<file path="src/agc_pkg.sv">
// ----------------------------------------------------------------------------
// agc_pkg: shared types and constants for the anagram group classifier
// Sizes of the letter signature and group table, op and status codes.
// ----------------------------------------------------------------------------
package agc_pkg;

  localparam int MaxGroups    = 64;
  localparam int MaxCount     = 255;
  localparam int AlphabetSize = 26;

  localparam int GidW  = 6;
  localparam int CntW  = 8;
  localparam int UsedW = 7;

  typedef enum logic [1:0] {
    OP_ADD   = 2'd0,
    OP_END   = 2'd1,
    OP_CLEAR = 2'd2,
    OP_NOP   = 2'd3
  } op_t;

  typedef enum logic [1:0] {
    ST_JOINED   = 2'd0,
    ST_NEW      = 2'd1,
    ST_FULL     = 2'd2,
    ST_OVERFLOW = 2'd3
  } status_t;

  typedef logic [CntW-1:0] cnt_t;
  typedef cnt_t [AlphabetSize-1:0] sig_t;

  // One result item.
  typedef struct packed {
    logic [GidW-1:0] group_id;
    status_t         status;
  } result_t;

  // Control from the top level into each group cell.
  typedef struct packed {
    logic             wr_en;
    logic [GidW-1:0]  wr_idx;
    logic [UsedW-1:0] used;
  } cell_ctl_t;

endpackage

</file>
<file path="src/agc_group_cell.sv">
// ----------------------------------------------------------------------------
// agc_group_cell: one entry of the group table
// Holds one signature, compares it with the current string's signature and
// hands the lowest match index down the row.
// ----------------------------------------------------------------------------
module agc_group_cell (
  input  logic                      clk,
  input  logic [agc_pkg::GidW-1:0]  cell_idx,
  input  agc_pkg::cell_ctl_t        ctl,
  input  agc_pkg::sig_t             cur_sig,
  input  logic                      hit_in,
  input  logic [agc_pkg::GidW-1:0]  hit_idx_in,
  output logic                      hit_out,
  output logic [agc_pkg::GidW-1:0]  hit_idx_out
);
  import agc_pkg::*;

  sig_t sig_r;
  logic match;

  // Capture the signature when this entry opens a new group
  always_ff @(posedge clk) begin
    if (ctl.wr_en && ctl.wr_idx == cell_idx) begin
      sig_r <= cur_sig;
    end
  end

  // Match only live entries; keep an earlier hit from the row above
  assign match       = ({1'b0, cell_idx} < ctl.used) && (sig_r == cur_sig);
  assign hit_out     = hit_in || match;
  assign hit_idx_out = hit_in ? hit_idx_in : cell_idx;

endmodule

</file>
<file path="config.mk">
export PLATFORM = sky130hd
export DESIGN_NAME = agc_group_cell
export DESIGN_NICKNAME = d
export VERILOG_FILES = /design/src/agc_pkg.sv /design/src/agc_group_cell.sv
export SDC_FILE = /design/constraint.sdc
export NUM_CORES = 1
export LEC_CHECK = 0
export BUFFER_PORTS_ARGS = -buffer_cell sky130_fd_sc_hd__buf_2
export CAP_MARGIN = 30
export CORE_UTILIZATION = 53
export CTS_CLUSTER_DIAMETER = 120
export DETAILED_ROUTE_END_ITERATION = 12
export PLACE_DENSITY_LB_ADDON = 0.1
export SYNTH_ARGS = -nofsm -noshare
export SYNTH_HDL_FRONTEND = slang
export SYNTH_SLANG_ARGS = --single-unit
</file>
<file path="constraint.sdc">
create_clock -name clk -period 33.2 [get_ports clk]
set_input_delay 9.96 -clock clk [delete_from_list [all_inputs] [get_ports clk]]
set_output_delay 9.96 -clock clk [all_outputs]
set_load 0.005 [all_outputs]
</file>
Word level (Yosys, flattened, before mapping)
Index checks and enable logic that the tools add are counted.
- equal/unequal tests: 2
- mux-type cells: 1
- $lt $le $gt $ge: 1
- reduce and logical (&&, ||, !) cells: 3
- operators with widths (cell ; number):
    $eq 208x208->1 ; 1
    $lt 6x7->1 ; 1
    $eq 6x6->1 ; 1
    $mux 6 ; 1
    $logic_and 1x1->1 ; 2
    $logic_or 1x1->1 ; 1
- output and inout bits: 7
- bits of input ports: 236
- bits in registers: 208
- logic and storage cells: 33

Depth between registers and ports, before layout
- depth in word-level cells: 3
- mapped depth: 7
- gate-level depth less buffers: 7

Worst setup path before layout
Ideal clock, no wire load.
- path kind: input-to-reg
- start: input cell_idx[2] (netlist bit)
- end: register sig_r[0] (netlist bit), enable pin
- path buffers: 0
- required time: 31.916 ns
- slack: 2.063 ns
- setup time: 1.284 ns
- arrival: 29.853 ns
- stages: 2
- cells stage by stage: xor2_1 > nor4_1
- longest elaborated chain between the ends: 2
- ends and longest elaborated chain (item ; RTL line ; RTL):
    start, declared ; agc_group_cell.sv:8 ; input logic [agc_pkg::GidW-1:0] cell_idx,
    $eq 6x6->1 ; agc_group_cell.sv:23 ; if (ctl.wr_en && ctl.wr_idx == cell_idx) begin
    $logic_and 1x1->1 ; agc_group_cell.sv:23 ;
    end signal, assigned ; agc_group_cell.sv:24 ; sig_r <= cur_sig;
    end, declared ; agc_group_cell.sv:18 ; sig_t sig_r;
Every way passes these cells.
A chain may end at the register's enable or synchronous reset.

Final worst setup path
- start: input cur_sig[164] (netlist bit)
- end: output hit_out
- longest elaborated chain between the ends: 3
- ends and longest elaborated chain (item ; RTL line ; RTL):
    start, declared ; agc_group_cell.sv:10 ; input agc_pkg::sig_t cur_sig,
    $eq 208x208->1 ; agc_group_cell.sv:29 ; assign match = ({1'b0, cell_idx} < ctl.used) && (sig_r == cur_sig);
    $logic_and 1x1->1 ; agc_group_cell.sv:29 ;
    $logic_or 1x1->1 ; agc_group_cell.sv:30 ; assign hit_out = hit_in || match;
    end, declared ; agc_group_cell.sv:13 ; output logic hit_out,
Every way passes these cells.

==> reports/results.txt <==
Die H = 134 um
GRT Overall Usage = 25.9%
CTS HTree Levels = 1
routed len/inst = 20.0 um
setup violators final = 0
final hold vios = 0
chip width = 134 um
P_sw = 0.121 mW
startpoint types = input port
layout cells sized above 1 = 30.1%
Post-Route WL = 23,500 um
Biggest register = sig_r
most common cell after layout, fill and taps aside = buf_2
P_leak = 4.57 nW
largest net degree at the start of global routing = 209
ANT nets after route = 0
P_int = 0.465 mW
cell count after synthesis = 660
Max IR drop VDD = 43.4 uV
clock root buffer = clkbuf_16
die area = 18,000 um^2
top cells by area, synth = edfxtp_1, inv_1, xnor2_1
DRC viols = 0
Combinational Power Share = 7.4%
DR vias = 6,402
Distinct cells, synth = 33
Synth Register Bits = 208
cell area after synthesis = 9280 um^2
Crit. End Element = output port
Placer Congestion = 0.876
Switching Fraction = 20.7%
total gr overflow = 0
first-pass GRT wire length = 34,800 um
max-slew violations = 0
status = finished clean
commonest cells after routing, fill and taps aside = buf_2, edfxtp_1, inv_1, xnor2_1, o22ai_1
Core Region = 17,200 um^2
IO buf count = 242
Avg Cell Area, Syn = 14.1 um^2
clock buffer depth = 3
detailed placement HPWL = 18,300 um
top flop regs = sig_r: 208 flops
DR vias/cell = 5.45
Worst EP required = 23.24 ns
Area growth, synth to finish = 24.5%
Achievable Freq = 45.5 MHz
Core Util, Final = 67.2%
CTS buffer count = 24
total negative slack = 0 ns
Hold-fix buffers, CTS = 0
CP max FO = 3
Core Rows = 48
CTS tree = built
vias in the first global route = 6,462
fin nets = 1,170
Initial DRT Pass Iterations = 5
Yosys top cell by area = edfxtp_1
Seq/Total Area, Yosys = 67.3%
post-route clock period utilization = 66.1%
number of DRC markers in iteration 0 = 546
Worst Path Class, Setup = in2out
Slew HR = 25.7%
Worst-Margin Slew = 1.12 ns
share of the synthesized area in the top cell type = 67.3%
number of clock sinks = 208
PwrDens = 50.8 nW/um^2
RSZ-0062 raised after global routing = no
initial core utilization = 54.0%
# resized after CTS = 0
max cap viols = 0
I/O Pins = 243
antenna violations before repair = 6
Clock Power Share = 42.5%
filler cell count = 1,342
Seq pwr share = 50.1%
CTS clk-pin slew, worst paths = 0.06 ns
Mapped Nets = 901
Data arrival, critical path = 12.00 ns
Synth Warn # = 0
postcts setup bufs = 0
Tmin final = 21.96 ns
max reg flops = 208
Hold/Removal Path Class = in2reg
-- stage by stage --
| step | power [mW] | setup WS, ns | cells | hold WS [ns] | instance area (um^2) |
|---|---|---|---|---|---|
| after detailed placement | 0.342 | 11.30 | 1128 | 10.15 | 10800 |
| after global routing | 0.603 | 11.17 | 1172 | 9.63 | 11500 |
| after global placement | 0.340 | 11.23 | 1127 | 10.15 | 10800 |
| after floorplan | 0.317 | 2.06 | 660 | 10.06 | 9280 |
| final | 0.586 | 11.24 | 1174 | 9.65 | 11500 |
| after CTS | 0.591 | 11.28 | 1169 | 9.63 | 11500 |
-- power groups by stage --
stage | combinational [mW] | sequential (mW) | clock, mW
after global routing | 0.0474 | 0.294 | 0.262
after floorplan | 0.0171 | 0.300 | 0
final | 0.0433 | 0.294 | 0.249
after CTS | 0.0434 | 0.294 | 0.254
after detailed placement | 0.0431 | 0.299 | 0
after global placement | 0.0415 | 0.299 | 0
-- cells by family (layout without fill, tap and decap cells) --
group                      after synthesis  count (layout)  synth area share, %
AOI/OAI and AO/OA                      123             123                 11.0
DFF                                    208             208                 67.3
adders and majority gates                5               5                0.674
xor gates and xnor gates                84              84                 7.93
other                                    0               5                    0
and+or+nand+nor                        111             111                 7.34
muxes                                    6               6                0.728
buffers and inverters                  123             407                 4.98
-- synthesized netlist by cell type --
master,instances
nor2_1,5
o22ai_1,40
o221ai_1,1
a2111oi_2,3
xnor2_1,48
a41o_1,1
nor3_1,2
clkbuf_1,1
a2111oi_0,6
nor4_1,27
mux2_2,6
nand4b_1,1
and2b_1,2
o2111ai_1,6
nand4_1,22
ha_1,5
a221oi_1,13
o2bb2ai_1,25
a211oi_1,1
a22oi_1,2
xor2_1,36
a21o_1,2
a2111o_1,8
nand2b_1,16
a22o_1,12
nor2b_1,31
edfxtp_1,208
a2111oi_4,1
a21oi_1,2
nand2_1,3
inv_1,122
and3_1,1
nor4bb_1,1
-- per-layer routing --
layer | share of wire [%] | GRT usage [%]
met1 | 41 | 33.7
met2 | 49 | 44.4
met3 | 8.0 | 5.82
met4 | 1.6 | 5.99
met5 | 0 | 0
-- final timing paths --
kind | from | to | slack, ns | cells after the start
hold / removal | cur_sig[65] | sig_r[65] | 9.65 | 1
setup / recovery | cur_sig[164] | hit_out | 11.24 | 8
-- critical path: stages --
cell,delay [ns]
buf_2,0.11
nor2b_1,0.12
a2111o_1,0.42
a2111oi_4,0.39
nand4_1,0.14
nor4_1,0.47
a41o_1,0.27
buf_2,0.13
-- final cells by class --
cell class	count	area, um^2	area share [%]
antenna	5	12.5	0.108
clock buffer	31	648	5.61
clock inverter	10	93.8	0.812
inverter	122	458	3.96
multi-input combinational	329	2570	22.3
sequential	208	6250	54.1
tap	225	282	2.44
timing repair buffer	244	1230	10.7
Note: power is estimated with default switching activity, not from simulation.
